File: src/design/wts_pkg.sv
// Shared types and constants for the WAV to signed 8-bit mono converter.
// Used by wts_ctrl, wts_parser, the top level and the testbench; depends on nothing.
`default_nettype none

package wts_pkg;

	localparam int MAX_IN_CHANNELS_DEF = 8;

	localparam logic [31:0] TAG_RIFF = 32'h5249_4646;
	localparam logic [31:0] TAG_WAVE = 32'h5741_5645;
	localparam logic [31:0] TAG_FMT  = 32'h666D_7420;
	localparam logic [31:0] TAG_DATA = 32'h6461_7461;

	localparam logic [31:0] RATE_RESET    = 32'd22050;
	localparam logic [15:0] CHAN_RESET    = 16'd1;
	localparam logic [15:0] DEPTH_RESET   = 16'd8;
	localparam logic [15:0] DEPTH_16      = 16'd16;
	localparam logic [15:0] FORMAT_PCM    = 16'd1;
	localparam logic [31:0] FMT_MIN_SIZE  = 32'd16;
	localparam logic [7:0]  SAMPLE_BIAS   = 8'd128;

	localparam logic KIND_SAMPLE = 1'b0;
	localparam logic KIND_STATUS = 1'b1;

	typedef enum logic [2:0] {
		PH_HEADER,
		PH_CHUNK_ID,
		PH_CHUNK_SIZE,
		PH_FMT,
		PH_DATA,
		PH_SKIP,
		PH_PAD,
		PH_IGNORE
	} parse_phase_t;

	typedef enum logic [1:0] {
		STAT_OK,
		STAT_BAD_HEADER,
		STAT_UNSUPPORTED,
		STAT_NO_FRAMES
	} status_code_t;

	typedef enum logic [1:0] {
		CS_IDLE,
		CS_DIV,
		CS_SAMPLE,
		CS_STATUS
	} ctrl_state_t;

	// Commands from the controller to the datapath.
	typedef struct packed {
		logic take;
		logic start_div;
		logic clear_file;
		logic emit_status;
	} ctrl_cmd_t;

	// Status from the datapath back to the controller.
	typedef struct packed {
		logic frame_end;
		logic div_done;
	} dp_stat_t;

endpackage

`default_nettype wire

File: src/design/wts_divider.sv
// Serial restoring divider: signed frame sum over channel count, one quotient
// bit per cycle, truncating toward zero and clamping to signed 8 bits.
`default_nettype none

module wts_divider #(
	parameter int SUM_W = 11,
	parameter int DEN_W = 4
) (
	input  wire logic                    clk,
	input  wire logic                    arst_n,
	input  wire logic                    start,
	input  wire logic signed [SUM_W-1:0] dividend,
	input  wire logic [DEN_W-1:0]        divisor,
	output logic                         done,
	output logic signed [7:0]            result
);

	localparam int CNT_W = $clog2(SUM_W);

	logic             busy_q;
	logic             done_q;
	logic [CNT_W-1:0] cnt_q;
	logic             neg_q;
	logic [SUM_W-1:0] quo_q;
	logic [DEN_W-1:0] rem_q;
	logic [DEN_W-1:0] den_q;

	logic [SUM_W-1:0] mag;
	logic [DEN_W:0]   rem_sh;
	logic             fits;
	logic [DEN_W-1:0] rem_next;

	assign mag      = dividend[SUM_W-1] ? (~dividend + 1'b1) : dividend;
	assign rem_sh   = {rem_q, quo_q[SUM_W-1]};
	assign fits     = rem_sh >= {1'b0, den_q};
	assign rem_next = fits ? DEN_W'(rem_sh - {1'b0, den_q}) : rem_sh[DEN_W-1:0];

	always_ff @(posedge clk or negedge arst_n) begin
		if (!arst_n) begin
			busy_q <= 1'b0;
			done_q <= 1'b0;
			cnt_q  <= '0;
		end else begin
			done_q <= 1'b0;
			if (start) begin
				busy_q <= 1'b1;
				cnt_q  <= '0;
			end else if (busy_q) begin
				cnt_q <= CNT_W'(cnt_q + 1'b1);
				if (cnt_q == CNT_W'(SUM_W - 1)) begin
					busy_q <= 1'b0;
					done_q <= 1'b1;
				end
			end
		end
	end

	always_ff @(posedge clk) begin
		if (start) begin
			neg_q <= dividend[SUM_W-1];
			quo_q <= mag;
			rem_q <= '0;
			den_q <= divisor;
		end else if (busy_q) begin
			quo_q <= {quo_q[SUM_W-2:0], fits};
			rem_q <= rem_next;
		end
	end

	// The mean of in-range samples never leaves the 8-bit range, but clamp anyway.
	always_comb begin
		if (neg_q) begin
			if (quo_q > SUM_W'(128)) begin
				result = -8'sd128;
			end else begin
				result = signed'(8'(~quo_q[7:0] + 8'd1));
			end
		end else begin
			if (quo_q > SUM_W'(127)) begin
				result = 8'sd127;
			end else begin
				result = signed'(quo_q[7:0]);
			end
		end
	end

	assign done = done_q;

endmodule

`default_nettype wire

File: src/design/wts_parser.sv
// Chunk walker and field capture: header check, chunk sizes, fmt fields,
// sample conversion, frame sums and the file status. Uses wts_pkg.
`default_nettype none

module wts_parser #(
	parameter int MAX_IN_CHANNELS = wts_pkg::MAX_IN_CHANNELS_DEF,
	parameter int SUM_W = 8 + $clog2(MAX_IN_CHANNELS),
	parameter int DEN_W = $clog2(MAX_IN_CHANNELS + 1)
) (
	input  wire logic                    clk,
	input  wire logic                    arst_n,
	input  wire wts_pkg::ctrl_cmd_t      cmd,
	input  wire logic [7:0]              file_byte,
	output logic                         frame_end,
	output logic signed [SUM_W-1:0]      div_sum,
	output logic [DEN_W-1:0]             div_den,
	output wts_pkg::status_code_t        status,
	output logic [31:0]                  rate,
	output logic [31:0]                  frames
);

	localparam int CI_W = (MAX_IN_CHANNELS > 1) ? $clog2(MAX_IN_CHANNELS) : 1;

	// Byte offsets inside the fmt chunk body.
	localparam logic [3:0] OFF_TAG_LO   = 4'd0;
	localparam logic [3:0] OFF_TAG_HI   = 4'd1;
	localparam logic [3:0] OFF_CHAN_LO  = 4'd2;
	localparam logic [3:0] OFF_CHAN_HI  = 4'd3;
	localparam logic [3:0] OFF_RATE_0   = 4'd4;
	localparam logic [3:0] OFF_RATE_1   = 4'd5;
	localparam logic [3:0] OFF_RATE_2   = 4'd6;
	localparam logic [3:0] OFF_RATE_3   = 4'd7;
	localparam logic [3:0] OFF_DEPTH_LO = 4'd14;
	localparam logic [3:0] OFF_DEPTH_HI = 4'd15;
	localparam logic [3:0] IDX_TAG_END  = 4'd3;
	localparam logic [3:0] IDX_HDR_END  = 4'd11;

	wts_pkg::parse_phase_t phase_q, phase_d;
	wts_pkg::status_code_t err_q, err_d;
	logic [3:0]             idx_q, idx_d;
	logic [31:0]            tag_q, tag_d;
	logic [31:0]            remain_q, remain_d;
	logic                   pad_q, pad_d;
	logic [15:0]            fmt_q, fmt_d;
	logic [15:0]            chan_q, chan_d;
	logic [31:0]            rate_q, rate_d;
	logic [15:0]            depth_q, depth_d;
	logic [CI_W-1:0]        ch_idx_q, ch_idx_d;
	logic signed [SUM_W-1:0] sum_q, sum_d;
	logic [31:0]            frames_q, frames_d;

	logic [31:0]             tag_shift;
	logic [31:0]             size_val;
	logic                    format_ok;
	logic                    is_16;
	logic signed [7:0]       samp;
	logic                    samp_vld;
	logic signed [SUM_W-1:0] sum_new;
	logic                    last_chan;

	assign tag_shift = {tag_q[23:0], file_byte};
	assign format_ok = (fmt_q == wts_pkg::FORMAT_PCM) && (chan_q != 16'd0) &&
		(chan_q <= 16'(MAX_IN_CHANNELS)) &&
		((depth_q == wts_pkg::DEPTH_RESET) || (depth_q == wts_pkg::DEPTH_16)) &&
		(rate_q != 32'd0);
	assign is_16     = depth_q == wts_pkg::DEPTH_16;

	always_comb begin
		size_val = remain_q;
		size_val[idx_q[1:0]*8 +: 8] = file_byte;
	end

	// A 16-bit sample is complete on its odd byte, which is its signed high byte.
	assign samp      = is_16 ? signed'(file_byte) : signed'(file_byte ^ wts_pkg::SAMPLE_BIAS);
	assign samp_vld  = (phase_q == wts_pkg::PH_DATA) && (!is_16 || idx_q[0]);
	assign sum_new   = SUM_W'(sum_q + SUM_W'(samp));
	assign last_chan = (17'(ch_idx_q) + 17'd1) >= {1'b0, chan_q};
	assign frame_end = samp_vld && last_chan;
	assign div_sum   = sum_new;
	assign div_den   = chan_q[DEN_W-1:0];

	// Next parse phase.
	always_comb begin
		phase_d = phase_q;
		case (phase_q)
			wts_pkg::PH_HEADER: begin
				if (idx_q == IDX_TAG_END && tag_shift != wts_pkg::TAG_RIFF) begin
					phase_d = wts_pkg::PH_IGNORE;
				end else if (idx_q == IDX_HDR_END) begin
					phase_d = (tag_shift == wts_pkg::TAG_WAVE) ? wts_pkg::PH_CHUNK_ID
						: wts_pkg::PH_IGNORE;
				end
			end
			wts_pkg::PH_CHUNK_ID: begin
				if (idx_q == IDX_TAG_END) begin
					phase_d = wts_pkg::PH_CHUNK_SIZE;
				end
			end
			wts_pkg::PH_CHUNK_SIZE: begin
				if (idx_q == IDX_TAG_END) begin
					if (size_val == 32'd0) begin
						phase_d = wts_pkg::PH_CHUNK_ID;
					end else if (tag_q == wts_pkg::TAG_FMT && size_val >= wts_pkg::FMT_MIN_SIZE) begin
						phase_d = wts_pkg::PH_FMT;
					end else if (tag_q == wts_pkg::TAG_DATA && format_ok) begin
						phase_d = wts_pkg::PH_DATA;
					end else begin
						phase_d = wts_pkg::PH_SKIP;
					end
				end
			end
			wts_pkg::PH_FMT, wts_pkg::PH_DATA, wts_pkg::PH_SKIP: begin
				if (remain_q == 32'd1) begin
					phase_d = pad_q ? wts_pkg::PH_PAD : wts_pkg::PH_CHUNK_ID;
				end else if (phase_q == wts_pkg::PH_FMT && idx_q >= OFF_DEPTH_HI) begin
					phase_d = wts_pkg::PH_SKIP;
				end
			end
			wts_pkg::PH_PAD: begin
				phase_d = wts_pkg::PH_CHUNK_ID;
			end
			default: begin
				phase_d = phase_q;
			end
		endcase
	end

	// Field and counter updates for the byte being taken.
	always_comb begin
		err_d    = err_q;
		idx_d    = idx_q;
		tag_d    = tag_q;
		remain_d = remain_q;
		pad_d    = pad_q;
		fmt_d    = fmt_q;
		chan_d   = chan_q;
		rate_d   = rate_q;
		depth_d  = depth_q;
		ch_idx_d = ch_idx_q;
		sum_d    = sum_q;
		frames_d = frames_q;
		case (phase_q)
			wts_pkg::PH_HEADER: begin
				tag_d = tag_shift;
				if ((idx_q == IDX_TAG_END && tag_shift != wts_pkg::TAG_RIFF) ||
						(idx_q == IDX_HDR_END && tag_shift != wts_pkg::TAG_WAVE)) begin
					if (err_q == wts_pkg::STAT_OK) begin
						err_d = wts_pkg::STAT_BAD_HEADER;
					end
				end else if (idx_q == IDX_HDR_END) begin
					idx_d = 4'd0;
				end else begin
					idx_d = 4'(idx_q + 4'd1);
				end
			end
			wts_pkg::PH_CHUNK_ID: begin
				tag_d = tag_shift;
				if (idx_q == IDX_TAG_END) begin
					idx_d    = 4'd0;
					remain_d = 32'd0;
				end else begin
					idx_d = 4'(idx_q + 4'd1);
				end
			end
			wts_pkg::PH_CHUNK_SIZE: begin
				remain_d = size_val;
				if (idx_q == IDX_TAG_END) begin
					idx_d = 4'd0;
					pad_d = size_val[0];
					if (size_val != 32'd0 &&
							!(tag_q == wts_pkg::TAG_FMT && size_val >= wts_pkg::FMT_MIN_SIZE) &&
							tag_q == wts_pkg::TAG_DATA) begin
						if (format_ok) begin
							ch_idx_d = '0;
							sum_d    = '0;
						end else if (err_q == wts_pkg::STAT_OK) begin
							err_d = wts_pkg::STAT_UNSUPPORTED;
						end
					end
				end else begin
					idx_d = 4'(idx_q + 4'd1);
				end
			end
			wts_pkg::PH_FMT, wts_pkg::PH_DATA, wts_pkg::PH_SKIP: begin
				if (phase_q == wts_pkg::PH_FMT) begin
					case (idx_q)
						OFF_TAG_LO:   fmt_d = {8'd0, file_byte};
						OFF_TAG_HI:   fmt_d[15:8] = file_byte;
						OFF_CHAN_LO:  chan_d = {8'd0, file_byte};
						OFF_CHAN_HI:  chan_d[15:8] = file_byte;
						OFF_RATE_0:   rate_d = {24'd0, file_byte};
						OFF_RATE_1:   rate_d[15:8] = file_byte;
						OFF_RATE_2:   rate_d[23:16] = file_byte;
						OFF_RATE_3:   rate_d[31:24] = file_byte;
						OFF_DEPTH_LO: depth_d = {8'd0, file_byte};
						OFF_DEPTH_HI: depth_d[15:8] = file_byte;
						default:      fmt_d = fmt_q;
					endcase
					if (idx_q < OFF_DEPTH_HI) begin
						idx_d = 4'(idx_q + 4'd1);
					end
				end else if (phase_q == wts_pkg::PH_DATA) begin
					if (is_16) begin
						idx_d = idx_q[0] ? 4'd0 : 4'd1;
					end
					if (samp_vld) begin
						if (last_chan) begin
							ch_idx_d = '0;
							sum_d    = '0;
							if (frames_q != '1) begin
								frames_d = 32'(frames_q + 32'd1);
							end
						end else begin
							ch_idx_d = CI_W'(ch_idx_q + 1'b1);
							sum_d    = sum_new;
						end
					end
				end
				remain_d = 32'(remain_q - 32'd1);
				if (remain_q == 32'd1) begin
					idx_d = 4'd0;
				end
			end
			wts_pkg::PH_PAD: begin
				pad_d = 1'b0;
				idx_d = 4'd0;
			end
			default: begin
				idx_d = idx_q;
			end
		endcase
	end

	always_ff @(posedge clk or negedge arst_n) begin
		if (!arst_n) begin
			phase_q  <= wts_pkg::PH_HEADER;
			err_q    <= wts_pkg::STAT_OK;
			idx_q    <= '0;
			tag_q    <= '0;
			remain_q <= '0;
			pad_q    <= 1'b0;
			fmt_q    <= '0;
			chan_q   <= wts_pkg::CHAN_RESET;
			rate_q   <= wts_pkg::RATE_RESET;
			depth_q  <= wts_pkg::DEPTH_RESET;
			ch_idx_q <= '0;
			sum_q    <= '0;
			frames_q <= '0;
		end else if (cmd.clear_file) begin
			phase_q  <= wts_pkg::PH_HEADER;
			err_q    <= wts_pkg::STAT_OK;
			idx_q    <= '0;
			tag_q    <= '0;
			remain_q <= '0;
			pad_q    <= 1'b0;
			fmt_q    <= '0;
			chan_q   <= wts_pkg::CHAN_RESET;
			rate_q   <= wts_pkg::RATE_RESET;
			depth_q  <= wts_pkg::DEPTH_RESET;
			ch_idx_q <= '0;
			sum_q    <= '0;
			frames_q <= '0;
		end else if (cmd.take) begin
			phase_q  <= phase_d;
			err_q    <= err_d;
			idx_q    <= idx_d;
			tag_q    <= tag_d;
			remain_q <= remain_d;
			pad_q    <= pad_d;
			fmt_q    <= fmt_d;
			chan_q   <= chan_d;
			rate_q   <= rate_d;
			depth_q  <= depth_d;
			ch_idx_q <= ch_idx_d;
			sum_q    <= sum_d;
			frames_q <= frames_d;
		end
	end

	// A file that never got past its header reports a bad header.
	always_comb begin
		if (err_q == wts_pkg::STAT_BAD_HEADER || phase_q == wts_pkg::PH_HEADER) begin
			status = wts_pkg::STAT_BAD_HEADER;
		end else if (err_q == wts_pkg::STAT_UNSUPPORTED) begin
			status = wts_pkg::STAT_UNSUPPORTED;
		end else if (frames_q == 32'd0) begin
			status = wts_pkg::STAT_NO_FRAMES;
		end else begin
			status = wts_pkg::STAT_OK;
		end
	end

	assign rate   = rate_q;
	assign frames = frames_q;

endmodule

`default_nettype wire

File: src/design/wts_ctrl.sv
// Controller state machine: takes bytes, waits for the divider, and hands
// out sample and status results in order. Uses wts_pkg.
`default_nettype none

module wts_ctrl (
	input  wire logic               clk,
	input  wire logic               arst_n,
	input  wire logic               in_valid,
	input  wire logic               end_of_file,
	input  wire logic               out_stall,
	input  wire wts_pkg::dp_stat_t  stat,
	output logic                    in_stall,
	output logic                    out_valid,
	output wts_pkg::ctrl_cmd_t      cmd
);

	wts_pkg::ctrl_state_t state_q, state_d;
	logic                 eof_q;
	logic                 take;

	assign take = (state_q == wts_pkg::CS_IDLE) && in_valid;

	always_comb begin
		state_d = state_q;
		case (state_q)
			wts_pkg::CS_IDLE: begin
				if (take) begin
					if (stat.frame_end) begin
						state_d = wts_pkg::CS_DIV;
					end else if (end_of_file) begin
						state_d = wts_pkg::CS_STATUS;
					end
				end
			end
			wts_pkg::CS_DIV: begin
				if (stat.div_done) begin
					state_d = wts_pkg::CS_SAMPLE;
				end
			end
			wts_pkg::CS_SAMPLE: begin
				if (!out_stall) begin
					state_d = eof_q ? wts_pkg::CS_STATUS : wts_pkg::CS_IDLE;
				end
			end
			wts_pkg::CS_STATUS: begin
				if (!out_stall) begin
					state_d = wts_pkg::CS_IDLE;
				end
			end
			default: begin
				state_d = wts_pkg::CS_IDLE;
			end
		endcase
	end

	always_comb begin
		in_stall        = state_q != wts_pkg::CS_IDLE;
		out_valid       = (state_q == wts_pkg::CS_SAMPLE) || (state_q == wts_pkg::CS_STATUS);
		cmd.take        = take;
		cmd.start_div   = take && stat.frame_end;
		cmd.clear_file  = (state_q == wts_pkg::CS_STATUS) && !out_stall;
		cmd.emit_status = state_q == wts_pkg::CS_STATUS;
	end

	always_ff @(posedge clk or negedge arst_n) begin
		if (!arst_n) begin
			state_q <= wts_pkg::CS_IDLE;
			eof_q   <= 1'b0;
		end else begin
			state_q <= state_d;
			if (take) begin
				eof_q <= end_of_file;
			end
		end
	end

endmodule

`default_nettype wire

File: src/design/wav_to_s8_mono_converter.sv
// Top level of the WAV to signed 8-bit mono converter: controller, parser
// and divider. Uses wts_pkg, wts_ctrl, wts_parser and wts_divider.
//
//  channel | valid     | stall     | payload
//  --------+-----------+-----------+-------------------------------------------
//  in      | in_valid  | in_stall  | file_byte, end_of_file
//  out     | out_valid | out_stall | item_kind, sample_value, status_code,
//          |           |           | sample_rate, frame_count, last_item
//
// A byte that completes no frame is simply taken. A byte that completes a
// frame also starts the one-bit-per-cycle divider, and its sample is then
// held for as long as out_stall is high.
// The byte marked end_of_file is followed by a status item, which out_stall can also hold.
// in_stall is high from a frame's end or file end until its results are taken.
// Reset is asynchronous and needs no clearing pass; after a status item the
// block is back in its reset state.
`default_nettype none

module wav_to_s8_mono_converter #(
	parameter int MAX_IN_CHANNELS = wts_pkg::MAX_IN_CHANNELS_DEF
) (
	input  wire logic        clk,
	input  wire logic        arst_n,
	input  wire logic        in_valid,
	output logic             in_stall,
	input  wire logic [7:0]  file_byte,
	input  wire logic        end_of_file,
	output logic             out_valid,
	input  wire logic        out_stall,
	output logic             item_kind,
	output logic signed [7:0] sample_value,
	output logic [1:0]       status_code,
	output logic [31:0]      sample_rate,
	output logic [31:0]      frame_count,
	output logic             last_item
);

	localparam int SUM_W = 8 + $clog2(MAX_IN_CHANNELS);
	localparam int DEN_W = $clog2(MAX_IN_CHANNELS + 1);

	wts_pkg::ctrl_cmd_t    cmd;
	wts_pkg::dp_stat_t     stat;
	wts_pkg::status_code_t status;
	logic                  frame_end;
	logic                  div_done;
	logic signed [SUM_W-1:0] div_sum;
	logic [DEN_W-1:0]      div_den;
	logic signed [7:0]     div_result;
	logic [31:0]           rate;
	logic [31:0]           frames;

	assign stat.frame_end = frame_end;
	assign stat.div_done  = div_done;

	wts_ctrl u_ctrl (
		.clk         (clk),
		.arst_n      (arst_n),
		.in_valid    (in_valid),
		.end_of_file (end_of_file),
		.out_stall   (out_stall),
		.stat        (stat),
		.in_stall    (in_stall),
		.out_valid   (out_valid),
		.cmd         (cmd)
	);

	wts_parser #(
		.MAX_IN_CHANNELS (MAX_IN_CHANNELS),
		.SUM_W           (SUM_W),
		.DEN_W           (DEN_W)
	) u_parser (
		.clk       (clk),
		.arst_n    (arst_n),
		.cmd       (cmd),
		.file_byte (file_byte),
		.frame_end (frame_end),
		.div_sum   (div_sum),
		.div_den   (div_den),
		.status    (status),
		.rate      (rate),
		.frames    (frames)
	);

	wts_divider #(
		.SUM_W (SUM_W),
		.DEN_W (DEN_W)
	) u_divider (
		.clk      (clk),
		.arst_n   (arst_n),
		.start    (cmd.start_div),
		.dividend (div_sum),
		.divisor  (div_den),
		.done     (div_done),
		.result   (div_result)
	);

	// Rate and count are reported only when the file came out clean.
	always_comb begin
		item_kind    = cmd.emit_status ? wts_pkg::KIND_STATUS : wts_pkg::KIND_SAMPLE;
		sample_value = cmd.emit_status ? 8'sd0 : div_result;
		status_code  = cmd.emit_status ? status : wts_pkg::STAT_OK;
		sample_rate  = (cmd.emit_status && status == wts_pkg::STAT_OK) ? rate : 32'd0;
		frame_count  = (cmd.emit_status && status == wts_pkg::STAT_OK) ? frames : 32'd0;
		last_item    = cmd.emit_status;
	end

	a_div_latency: assert property (@(posedge clk) disable iff (!arst_n)
		cmd.start_div |-> ##(SUM_W + 1) div_done)
		else $error("divider did not finish in the expected number of cycles");

	a_no_take_while_output: assert property (@(posedge clk) disable iff (!arst_n)
		!in_stall |-> !out_valid)
		else $error("input request taken while a result is pending");

	a_ok_has_frames: assert property (@(posedge clk) disable iff (!arst_n)
		(out_valid && item_kind == wts_pkg::KIND_STATUS && status_code == wts_pkg::STAT_OK)
		|-> frame_count != 32'd0)
		else $error("ok status reported with no frames");

	a_clear_after_status: assert property (@(posedge clk) disable iff (!arst_n)
		(out_valid && !out_stall && last_item) |=> !out_valid && !in_stall)
		else $error("block not idle after the status request");

endmodule

`default_nettype wire

File: config.mk
export PLATFORM = sky130hd
export DESIGN_NAME = wav_to_s8_mono_converter
export DESIGN_NICKNAME = d
export VERILOG_FILES = /design/src/design/wts_pkg.sv /design/src/design/wts_divider.sv /design/src/design/wts_parser.sv /design/src/design/wts_ctrl.sv /design/src/design/wav_to_s8_mono_converter.sv
export SDC_FILE = /design/constraint.sdc
export NUM_CORES = 1
export LEC_CHECK = 0
export BUFFER_PORTS_ARGS = -buffer_cell sky130_fd_sc_hd__buf_2
export CAP_MARGIN = 20
export CORE_MARGIN = 2
export CORE_UTILIZATION = 62
export CTS_BUF_LIST = sky130_fd_sc_hd__clkbuf_16
export DETAILED_ROUTE_END_ITERATION = 6
export GPL_ROUTABILITY_DRIVEN = 1
export HOLD_SLACK_MARGIN = 0.03
export PLACE_DENSITY = 0.84
export SLEW_MARGIN = 25
export SYNTH_ARGS = -nofsm -noshare
export SYNTH_HDL_FRONTEND = slang
export SYNTH_SLANG_ARGS = --single-unit
File: constraint.sdc
create_clock -name clk -period 3.6 [get_ports clk]
set_clock_uncertainty 0.2 [all_clocks]
set_input_delay 0.18 -clock clk [delete_from_list [all_inputs] [get_ports clk]]
set_output_delay 0.18 -clock clk [all_outputs]
set_load 0.005 [all_outputs]
* Word-level counts from Yosys, hierarchy flattened *
Index checks and enable logic that the tools add are counted.

cells by class
  $add $sub $neg = 11
  magnitude comparators = 8
  equal/unequal tests = 55
  shifts and indexed selects = 2
  muxes and demuxes = 133
  bitwise operators = 3
  reduce and logical (&&, ||, !) cells = 83

operators by type and width
  operator                                                                               count
  32-bit 2-to-1 mux                                                                      20
  16-bit 2-to-1 mux                                                                      12
  11-bit 2-to-1 mux                                                                      12
  32-bit by 31-bit equality test with 1-bit output (second input constant)               3
  32-bit one-hot mux with 3 select lines                                                 1
  8-bit one-hot mux with 2 select lines                                                  6
  8-bit 2-to-1 mux                                                                       9
  32-bit logical NOT                                                                     2
  32-bit by 31-bit inequality test with 1-bit output (second input constant)             2
  32-bit nonzero test                                                                    2
  3-bit 2-to-1 mux                                                                       21
  4-bit 2-to-1 mux                                                                       13
  4-bit AND reduction                                                                    10
  2-bit 2-to-1 mux                                                                       19
  5-bit negation with 34-bit output                                                      1
  8-bit by 34-bit variable shift with 32-bit output (first input constant)               1
  8-bit by 34-bit indexed part select with 32-bit output                                 1
  32-bit by 1-bit adder with 32-bit output (second input constant)                       1
  32-bit bitwise mux                                                                     1
  32-bit by 1-bit equality test with 1-bit output (second input constant)                1
  32-bit by 5-bit greater-or-equal comparator with 1-bit output (second input constant)  1
  32-bit inequality test (second input constant)                                         1
  32-bit by 1-bit subtractor with 32-bit output (second input constant)                  1
  2-bit nonzero test                                                                     14
  other kinds (63)                                                                       140

storage, ports and cells
  output and inout port bits = 78
  flip-flop bits (word level) = 229

* Depth between registers and ports, before layout *
Gate-level depths: netlist of run 1.

  depth in word-level cells = 13
  depth in mapped cells = 14
  gate-level depth less buffers = 14

* Modules after synthesis *
A second synthesis of run 1 with hierarchy kept.

unflattened totals
  cell total of the unflattened synthesis = 1615
  area, all modules = 14327.5 µm²

by module, submodules not included
  module                    cells an instance  sequential area each (µm²)  area an instance (µm²)  instances
  wts_parser                1314               5014.8                      11438.5                 1
  wts_divider               180                710.7                       1730.4                  1
  wav_to_s8_mono_converter  97                 0.0                         952.2                   1
  wts_ctrl                  24                 75.1                        206.4                   1

* Worst setup path after synthesis of run 1 *
No wires, ideal clock.

  path type = reg2reg
  start point = register u_parser.idx_q[0]
  end point = register u_parser.ch_idx_q[0]
  data required time = 3.275 ns
  arrival = 2.915 ns
  stages on the path, launching flop included = 13
  path slack = 0.360 ns
  path through = dfrtp_1 > buf_2 > inv_1 > ha_1 > nor2b_1 > and3_1 > o22a_1 > nor4_2 > nand4_2 > a31oi_2 > o21a_4 > buf_12 > mux2_4

between the ends
  cells in the longest elaborated chain, start to end = 10

RTL lines
  what                                                                                                                         line               text
  start, declared                                                                                                              wts_parser.sv:40   logic [3:0] idx_q, idx_d;
  start signal, assigned                                                                                                       wts_parser.sv:266  idx_q <= idx_d;
  5-bit negation with 34-bit output                                                                                            wts_parser.sv:70   size_val[idx_q[1:0]*8 +: 8] = file_byte;
  8-bit by 34-bit indexed part select with 32-bit output or 8-bit by 34-bit variable shift with 32-bit output (tied branches)  wts_parser.sv:70
  32-bit bitwise mux                                                                                                           wts_parser.sv:70
  32-bit by 5-bit greater-or-equal comparator with 1-bit output                                                                wts_parser.sv:171  !(tag_q == wts_pkg::TAG_FMT && size_val >= wts_pkg::FMT_MIN_SIZE) &&
  1-bit logical AND                                                                                                            wts_parser.sv:171
  1-bit logical NOT                                                                                                            wts_parser.sv:171
  1-bit logical AND                                                                                                            wts_parser.sv:170  if (size_val != 32'd0 &&
  1-bit logical AND                                                                                                            wts_parser.sv:171
  3-bit by 2-bit inequality test with 1-bit output (no line)                                                                   n/a
  8-bit AND reduction (no line) (*)                                                                                            n/a
  end signal, assigned                                                                                                         wts_parser.sv:274  ch_idx_q <= ch_idx_d;
  end, declared                                                                                                                wts_parser.sv:48   logic [CI_W-1:0] ch_idx_q, ch_idx_d;

Mark *: on every way between the ends. The rest lies on a longest branch, timed or not.
A chain may end at the register's enable or synchronous reset.

* Worst setup path in the final report of run 1 *
  start point = register u_parser.idx_q[0]
  end point = register u_parser.sum_q[5]

between the ends
  cells in the longest elaborated chain, start to end = 10

RTL lines
  what                                                                                                                         line               text
  5-bit negation with 34-bit output                                                                                            wts_parser.sv:70
  8-bit by 34-bit indexed part select with 32-bit output or 8-bit by 34-bit variable shift with 32-bit output (tied branches)  wts_parser.sv:70
  32-bit bitwise mux                                                                                                           wts_parser.sv:70
  32-bit by 5-bit greater-or-equal comparator with 1-bit output                                                                wts_parser.sv:171
  1-bit logical AND                                                                                                            wts_parser.sv:171
  1-bit logical NOT                                                                                                            wts_parser.sv:171
  1-bit logical AND                                                                                                            wts_parser.sv:170
  1-bit logical AND                                                                                                            wts_parser.sv:171
  3-bit by 2-bit inequality test with 1-bit output (no line)                                                                   n/a
  8-bit AND reduction (no line) (*)                                                                                            n/a
  end signal, assigned                                                                                                         wts_parser.sv:275  sum_q <= sum_d;
  end, declared                                                                                                                wts_parser.sv:49   logic signed [SUM_W-1:0] sum_q, sum_d;

Marks and branches as above.

==> reports/metrics.cfg, run 1 <==
[setup_path]
cp.arrival_ns = 3.63
r2r_cells = 10
required_ns = 3.81
critPathLaunchType = flop
critPathCaptureType = flop
path_max_fanout = 11
path_class = flop to flop

[synthesis]
synth.largest_area_cell = dfrtp_1
post_synth.cell_area_avg_um2 = 8.66
synth.ff_latch_count = 229
yosysTopAreaCellShare = 0.365
synth-edff-count = 16
synthCells = 1592
synth.top_cells.by_area = dfrtp_1 36%, nand2_1 6.6%, nor2_1 3.8%
yosysSeqAreaShare = 0.421
syn_area_um2 = 13800
async_reset_ff_frac = 0.913
syn_nets = 1642
synthFlopType = dfrtp_1
yosysWarnings = 0
synth_cell_types = 98

[grt]
grt_remaining_overflow = 0
grt_max_degree = 114
grt_pass1_vias = 12000
grt_use_total = 0.313
grt_pass1_wl_mm = 61.2
antenna_found_initial = 0

[worst_hold_path]
hold_class = input port to asynchronous set/reset pin

[floorplanning]
core_um2 = 21800
die_area_um2 = 23500
chipWidth_um = 153
pin_count = 91
start_util = 0.632
chipHeight_um = 153
core.rowCount = 54

[routing]
antenna_left = 0
wl_per_cell_um = 18.9
drc = 0
drt_iter0_drc = 1226
via_count = 12600
wirelength_mm = 37.4
first_pass_iters = 6
viasPerCell = 6.38

[sta]
fin_crit_sh = 0.950
period_needed_ns = 3.42
finalWorstSetupSlack_ns = 0.180
tns_ns = 0
rsz0062_at_grt = no
hold_viol_final = 0
setup_viol = 0
slew_violations = 0
maxSlewHeadroom = 0.391
fmaxAchievable_mhz = 292
worst_pin_slew_ns = 0.913

[clock_tree]
clk_pin_slew_ns = 0.06
clkLatencyLatePin_ns = 0.53
cts_root_buf = clkbuf_16
cts_buffer_depth = 3
cts_tree = built
h-tree-depth = 1
numCtsBuffers = 25
clock-sinks = 229
postCtsSetupBuffers = 0

[placed_design]
io_buffers = 90
hpwl_mm = 25.2
gp_congestion = 0.950
dp_slack_ns = 0.0686
post_dp_cell_area_um2 = 14600
dp.cells = 1917

[final_layout]
final_cell_mix = 242 x nand2_1, 200 x dfrtp_1, 137 x nor2_1, 97 x o21ai_0, 89 x buf_2
multi_input_area_um2 = 7520
fin_nets = 1731
register_area_um2 = 5800
stdcell_area_um2 = 15600
layout-drive-gt1-share = 0.136
antennaDiodeCount = 0
syn2layout_area_growth_pct = 13.1
layout_commonest_cell = nand2_1
fillCellCount = 1601
final_cells = 1980

[power]
vdd_drop_max_mv = 0.612
power_density_nw_per_um2 = 880
p_leak_nw = 7.05

[run]
cap_violations = 0

[outcome]
status = completed

-- per-stage QoR --
step                utilization  power [mW]  hold slack [ns]
floorplan                     -        9.10           -0.316
global placement          0.668        10.6            0.168
detailed placement        0.668        10.9            0.163
CTS                       0.713        13.5            0.171
global route              0.715        14.6            0.215
finish                    0.715        13.7            0.116
-- repair_timing --
| action | 4_1_cts | 5_1_grt |
|---|---|---|
| gates resized for setup | 0 | 6 |
| setup endpoints to repair | 0 | 22 |
| hold buffers | 16 | 0 |
| endpoints found under the hold margin | 127 | 0 |
-- synthesized netlist by cell type, drive strengths merged, types with 30 or more instances --
cell	count
nand2	243
dfrtp	201
nor2	141
o21ai	106
a21oi	75
and2	73
clkbuf	65
nand3	63
o31ai	55
inv	49
nor4	47
nor3	44
nor2b	38
xnor2	36
ha	35
a31oi	30
-- layout make-up --
class	count	area share
Clock inverter	21	0.0118
Timing Repair Buffer	146	0.0598
Inverter	49	0.0118
Clock buffer	25	0.0401
Multi-Input combinational cell	1230	0.482
Tap cell	280	0.0225
Sequential cell	229	0.372
-- cell families after synthesis --
logic type / synth area share
buf+inv: 0.0392
simple gates: 0.279
fa+ha+maj: 0.0361
flops: 0.421
xor+xnor: 0.0415
compound gates: 0.166
mux: 0.0175
-- power breakdown --
group / internal (mW) / leakage, nW / switching [mW]
combinational: 2.67 / 3.66 / 4.26
sequential: 3.41 / 2.97 / 0.840
clock: 1.48 / 0.416 / 1.06
-- state kept, by name (all words and copies together) (netlist names), 2 cells and up --
signal             count
u_parser.remain_q     32
u_divider.rem_q        4
u_parser.sum_q        11
u_parser.err_q         2
u_parser.rate         32
u_parser.idx_q         4
u_parser.chan_q       16
u_parser.fmt_q        16
u_parser.tag_q        32
u_divider.cnt_q        4
u_parser.frames       32
u_divider.quo_q       11
u_parser.phase_q       3
u_parser.ch_idx_q      3
u_divider.den_q        4
u_ctrl.state_q         2
u_parser.depth_q      16
-- metal layers --
| metal | vias up | track usage | part of all wire |
|---|---|---|---|
| met4 | 0 | 0.102 | 0.025 |
| met1 | 6108 | 0.437 | 0.42 |
| met2 | 562 | 0.515 | 0.48 |
| met5 | - | 0 | 0 |
| li1 | 5870 | - | - |
| met3 | 94 | 0.0354 | 0.066 |
-- critical path: stages, from the launching register on --
cell and delay (ns):
dfrtp_2 0.46, inv_1 0.13, ha_1 0.41, nor2b_1 0.23, a31oi_1 0.25, o21ai_0 0.20, nor4_4 0.36, nand4_2 0.23
a31oi_4 0.25, o21a_4 0.24, mux2_1 0.34
-- final timing paths --
kind	from	end	slack, ns
max	u_parser.idx_q[0]	u_parser.sum_q[5]	0.18
min	arst_n	u_parser.frames[10]	0.12
max reg2reg	u_parser.idx_q[0]	u_parser.sum_q[5]	0.18
min reg2reg	u_parser.chan_q[3]	u_divider.den_q[3]	0.27
max in group asynchronous	arst_n	u_parser.tag_q[29]	2.14
min in group clk	u_parser.chan_q[3]	u_divider.den_q[3]	0.27
Note: power is estimated with default switching activity, not from simulation.
==> inputs of run 2 (changes only) <==
--- a/config.mk
+++ b/config.mk
@@ -14,6 +14,7 @@
 export GPL_ROUTABILITY_DRIVEN = 1
 export HOLD_SLACK_MARGIN = 0.03
 export PLACE_DENSITY = 0.84
+export RECOVER_POWER = 50
 export SLEW_MARGIN = 25
 export SYNTH_ARGS = -nofsm -noshare
 export SYNTH_HDL_FRONTEND = slang
==> reports/metrics.cfg, run 2 (synthesis results as in run 1) <==
[final_layout]
antennaDiodeCount = 0
multi_input_area_um2 = 7510
final_cell_mix = 242 x nand2_1, 200 x dfrtp_1, 137 x nor2_1, 97 x o21ai_0, 88 x buf_2
final_cells = 1980
fin_nets = 1731
syn2layout_area_growth_pct = 12.8
register_area_um2 = 5800
layout_commonest_cell = nand2_1
fillCellCount = 1614
layout-drive-gt1-share = 0.131

[setup_path]
path_class = flop to flop
required_ns = 3.81
cp.arrival_ns = 3.64
crit_path_cell_trace = inv_1 -> ha_1 -> nor2b_1 -> a31oi_1 -> o21ai_0 -> nor4_4 -> nand4_2 -> a31oi_4 -> o21a_4 -> mux2_1
critPathCaptureType = flop
critPathLaunchType = flop
cp_slowest_cell = dfrtp_2
max_stage_delay_ns = 0.46
path_max_fanout = 11

[floorplanning]
pin_count = 91
core.rowCount = 54
chipWidth_um = 153
core_um2 = 21800
start_util = 0.632
die_area_um2 = 23500
chipHeight_um = 153

[routing]
wirelength_mm = 37.4
antenna_left = 0
viasPerCell = 6.40
drc = 0
via_count = 12700
wl_per_cell_um = 18.9
first_pass_iters = 6
drt_iter0_drc = 1242

[grt]
grt_pass1_vias = 12000
grt_pass1_wl_mm = 61.2
antenna_found_initial = 0
grt_remaining_overflow = 0
grt_use_total = 0.313
grt_max_degree = 114

[power]
power_density_nw_per_um2 = 882
p_leak_nw = 7.02
power_switching_mw = 6.17
swShare = 0.450
seqPwrFrac = 0.310
vdd_drop_max_mv = 0.612
internal_power_mw = 7.55
power_frac_comb = 0.505
pwr-share-clk = 0.186

[sta]
slew_violations = 113
setup_viol = 0
hold_viol_final = 0
fmaxAchievable_mhz = 291
period_needed_ns = 3.43
worst_pin_slew_ns = 2.80
rsz0062_at_grt = no
maxSlewHeadroom = -0.865
finalWorstSetupSlack_ns = 0.168
tns_ns = 0
fin_hold_ws_ns = 0.277
fin_crit_sh = 0.953

[clock_tree]
h-tree-depth = 1
clock-sinks = 229
cts_root_buf = clkbuf_16
postCtsSetupBuffers = 0
clk_pin_slew_ns = 0.06
clkLatencyLatePin_ns = 0.53
cts_tree = built
numCtsBuffers = 25
cts_buffer_depth = 3

[placed_design]
dp.cells = 1917
dp_slack_ns = 0.0686
gp_congestion = 0.950
hpwl_mm = 25.2
io_buffers = 90

[outcome]
violations = max-capacitance violations, max-slew violations
status = finished with violations

[run]
cap_violations = 1

[worst_hold_path]
hold_class = flop to flop

==> run 2: changes by cell type in the layout (fill, tap and decap cells not counted), sizes merged <==
cell | before | now
clkbuf | 26 | 33
buf | 129 | 122
==> run 2: worst paths after layout <==
kind	slack, ns	to	cells past startpoint	start
min in group asynchronous	0.85	u_parser.frames[10]	2	arst_n
hold / removal	0.28	u_divider.den_q[3]	0	u_parser.chan_q[3]
max in group asynchronous	0.56	u_parser.idx_q[0]	3	arst_n
hold reg to reg	0.28	u_divider.den_q[3]	0	u_parser.chan_q[3]
setup / recovery	0.17	u_parser.sum_q[5]	10	u_parser.idx_q[0]
setup reg to reg	0.17	u_parser.sum_q[5]	10	u_parser.idx_q[0]
==> run 2: metrics by stage <==
step / utilization / instance area [um2] / total power [mW]
6_report: 0.713 / 15600 / 13.7
4_1_cts: 0.713 / 15600 / 13.5
3_5_place_dp: 0.668 / 14600 / 10.9
5_1_grt: 0.713 / 15600 / 14.6
3_3_place_gp: 0.668 / 14600 / 10.6
2_1_floorplan: - / 13800 / 9.10
==> run 2: critical path: cells and delay by family (launching register included) <==
family,cells,cell delay [ns]
flops,1,0.46
mux,1,0.34
simple gates,3,0.83
compound gates,4,0.94
fa+ha+maj,1,0.41
buf+inv,1,0.13
==> run 2: layout make-up <==
class | instances | share of cell area
clock inverter | 21 | 0.0118
multi-input combinational | 1230 | 0.483
clock buffer | 25 | 0.0402
tap | 280 | 0.0225
inverter | 49 | 0.0118
sequential | 229 | 0.373
timing repair buffer | 146 | 0.0580
==> run 2: power groups by stage <==
stage | combinational [mW] | sequential (mW) | clock (mW)
after floorplan | 5.17 | 3.94 | 0
after global placement | 6.40 | 4.20 | 0
after detailed placement | 6.62 | 4.24 | 0
after CTS | 6.74 | 4.20 | 2.57
after global routing | 7.60 | 4.34 | 2.68
final | 6.92 | 4.25 | 2.55
==> run 2: metal layers <==
metal	global-route usage	part of all wire	up-vias
li1	-	-	5868
met1	0.437	0.42	6138
met2	0.515	0.48	578
met3	0.0354	0.070	88
met4	0.102	0.024	0
met5	0	0	-
==> run 2: repair_timing <==
action | CTS | global route
hold endpoints to repair | 127 | 0
hold buffers | 16 | 0
endpoints found under the setup margin | 0 | 22
gates resized for setup | 0 | 6
==> inputs of run 3 (changes only) <==
--- a/config.mk
+++ b/config.mk
@@ -7,9 +7,11 @@
 export LEC_CHECK = 0
 export BUFFER_PORTS_ARGS = -buffer_cell sky130_fd_sc_hd__buf_2
 export CAP_MARGIN = 20
+export CORE_ASPECT_RATIO = 2
 export CORE_MARGIN = 2
 export CORE_UTILIZATION = 62
 export CTS_BUF_LIST = sky130_fd_sc_hd__clkbuf_16
+export CTS_CLUSTER_DIAMETER = 30
 export DETAILED_ROUTE_END_ITERATION = 6
 export GPL_ROUTABILITY_DRIVEN = 1
 export HOLD_SLACK_MARGIN = 0.03
@@ -18,4 +20,5 @@
 export SLEW_MARGIN = 25
 export SYNTH_ARGS = -nofsm -noshare
 export SYNTH_HDL_FRONTEND = slang
+export SYNTH_HIERARCHICAL = 1
 export SYNTH_SLANG_ARGS = --single-unit
==> reports/metrics.cfg, run 3 <==
[floorplanning]
die_area_um2 = 24400
core_um2 = 22700
core.rowCount = 78
chipWidth_um = 111
chipHeight_um = 219
pin_count = 91
start_util = 0.630

[final_layout]
fillCellCount = 1638
fin_nets = 1743
layout_commonest_cell = nand2_1
antennaDiodeCount = 0
layout-drive-gt1-share = 0.172
register_area_um2 = 5800
syn2layout_area_growth_pct = 14.4
multi_input_area_um2 = 7850
final_cell_mix = 208 x nand2_1, 200 x dfrtp_1, 136 x o21ai_0, 106 x a21oi_1, 104 x nor2_1

[setup_path]
critical_path.startpoint = u_parser/frames[29]
path_depth = 10
crit_path_cell_trace = nor4_1 -> and4_1 -> nand4_1 -> buf_4 -> nor2_1 -> o21ai_0 -> nand2_2 -> clkbuf_16 -> and4bb_2 -> buf_2
r2r_cells = 11
rrSetupSlack_ns = 0.07
r2r_start = u_parser/sum_q[0]
worst_path_dominant_cell_family = simple AND/OR/NAND/NOR gates
cp_slowest_cell = dfrtp_1
crit_end = frame_count[14]
critPathCaptureType = output pin
path_max_fanout = 16
cp.arrival_ns = 3.17
r2r_end = u_divider/quo_q[9]
path_class = flop to output pin
max_stage_delay_ns = 0.45
critPathLaunchType = flop
required_ns = 3.22
crit_buf_inv = 3

[outcome]
violations = max-capacitance violations, max-slew violations
status = finished with violations

[routing]
wirelength_mm = 43.9
viasPerCell = 6.87
via_count = 13700
met3_length_mm = 3.01
wl_per_cell_um = 22.0
antenna_left = 0
routed-wl-met2_mm = 22.5
drt_iter0_drc = 1327
maxUsedRoutingLayer = met4
drc = 0
first_pass_iters = 6
m1WireLength_mm = 14.9

[synthesis]
syn_area_um2 = 14300
synth.ff_latch_count = 229
synthCells = 1615
synth_common_cells = 209 x nand2_1, 201 x dfrtp_1, 136 x o21ai_0
yosysSeqAreaShare = 0.405
async_reset_ff_frac = 0.913
synth-edff-count = 16
synth.top_cells.by_area = dfrtp_1 35%, nand2_1 5.5%, o21ai_0 4.8%
syn_nets = 1664
post_synth.cell_area_avg_um2 = 8.87
synth.largest_area_cell = dfrtp_1
synth_cell_types = 96
yosysTopAreaCellShare = 0.351
yosysMostFrequentCell = nand2_1
synthFlopType = dfrtp_1
yosysWarnings = 6

[sta]
fin_crit_sh = 0.987
hold_viol_final = 0
slew_violations = 139
setup_viol = 0
fmaxAchievable_mhz = 281
period_needed_ns = 3.55
finalWorstSetupSlack_ns = 0.0454
worst_pin_slew_ns = 1.79
maxSlewHeadroom = -0.190

[placed_design]
io_buffers = 90
gp_congestion = 0.969
dp_slack_ns = 0.0585
hpwl_mm = 29.5

[clock_tree]
clk_pin_slew_ns = 0.07
cts_tree = built
cts_buffer_depth = 3
h-tree-depth = 1
numCtsBuffers = 30
clock-sinks = 229
clkLatencyLatePin_ns = 0.57
cts_root_buf = clkbuf_16

[grt]
grt_remaining_overflow = 0
grt_pass1_wl_mm = 67.9
grt_use_total = 0.341
grt_pass1_vias = 13400
grt_max_degree = 74
antenna_found_initial = 0

[run]
cap_violations = 3

[power]
finalPower_mw = 13.4
vdd_drop_max_mv = 0.626
power_density_nw_per_um2 = 818
p_leak_nw = 7.05

[worst_hold_path]
min_from = u_divider/rem_q[3]
hold_class = flop to flop

[run 3: changes by cell type after synthesis, sizes merged, moves of 13 or more]
cell,delta
a21oi,+33
and2,-57
and4bb,+42
buf,+17
clkbuf,+14
nand2,-34
nor2,-35
nor4bb,+33
o21ai,+33
o31ai,-19
or3,+13
[run 3: worst min path at each step]
| stage | end | slack, ns | cells after the start |
|---|---|---|---|
| 2_1_floorplan | u_ctrl/eof_q | -0.32 | 0 |
| 3_3_place_gp | u_parser/remain_q[13] | 0.04 | 1 |
| 3_5_place_dp | u_parser/remain_q[12] | 0.06 | 1 |
| 4_1_cts | u_divider/rem_q[3] | 0.27 | 2 |
| 5_1_grt | u_divider/rem_q[3] | 0.29 | 2 |
| 6_report | u_divider/rem_q[3] | 0.27 | 2 |
[run 3: report_power, final]
part / switching (mW) / internal [mW] / total, mW
Sequential: 0.777 / 3.25 / 4.03
Combinational: 3.78 / 2.43 / 6.21
Clock: 1.32 / 1.86 / 3.17
Total: 5.87 / 7.54 / 13.4
[run 3: cell type report]
class | instances | area share
Tap cell | 280 | 0.0214
Inverter | 51 | 0.0117
Clock inverter | 25 | 0.0186
Sequential cell | 229 | 0.354
Clock buffer | 31 | 0.0473
Timing Repair Buffer | 163 | 0.0679
Multi-Input combinational cell | 1219 | 0.479
[run 3: routing by layer]
| layer | global-route usage | vias up |
|---|---|---|
| li1 | - | 6101 |
| met1 | 0.367 | 6564 |
| met2 | 0.613 | 793 |
| met3 | 0.0456 | 275 |
| met4 | 0.242 | 0 |
| met5 | 0 | - |
[run 3: metrics by stage]
step | util | hold WS, ns | instances | instance area [um2] | TNS [ns]
detailed placement | 0.660 | 0.0559 | 1916 | 15000 | 0
global route | 0.721 | 0.293 | 1998 | 16400 | -0.931
global placement | 0.660 | 0.0436 | 1916 | 15000 | 0
finish | 0.721 | 0.267 | 1998 | 16400 | 0
CTS | 0.715 | 0.268 | 1989 | 16300 | 0
floorplan | - | -0.316 | 1615 | 14300 | 0
[run 3: tightest hold or removal path: stages, from the launching register on]
cell     delay, ns
dfxtp_1       0.33
nand2_1       0.05
o21ai_0       0.06
[run 3: timing repair]
action,4_1_cts,5_1_grt
hold buffers,16,0
endpoints found under the hold margin,177,0
gates resized for setup,2,9
buffers inserted,1,4
pin swaps,1,2
cloned,0,5
endpoints found under the setup margin,36,40
[run 3: logic make-up after synthesis]
group                      after synthesis  share of synthesized area
muxes                                   23                     0.0172
DFF                                    229                      0.405
adders and majority gates               37                     0.0332
and+or+nand+nor                        697                      0.282
AOI/OAI and AO/OA                      416                      0.183
buffers and inverters                  167                     0.0513
xor gates and xnor gates                46                     0.0281
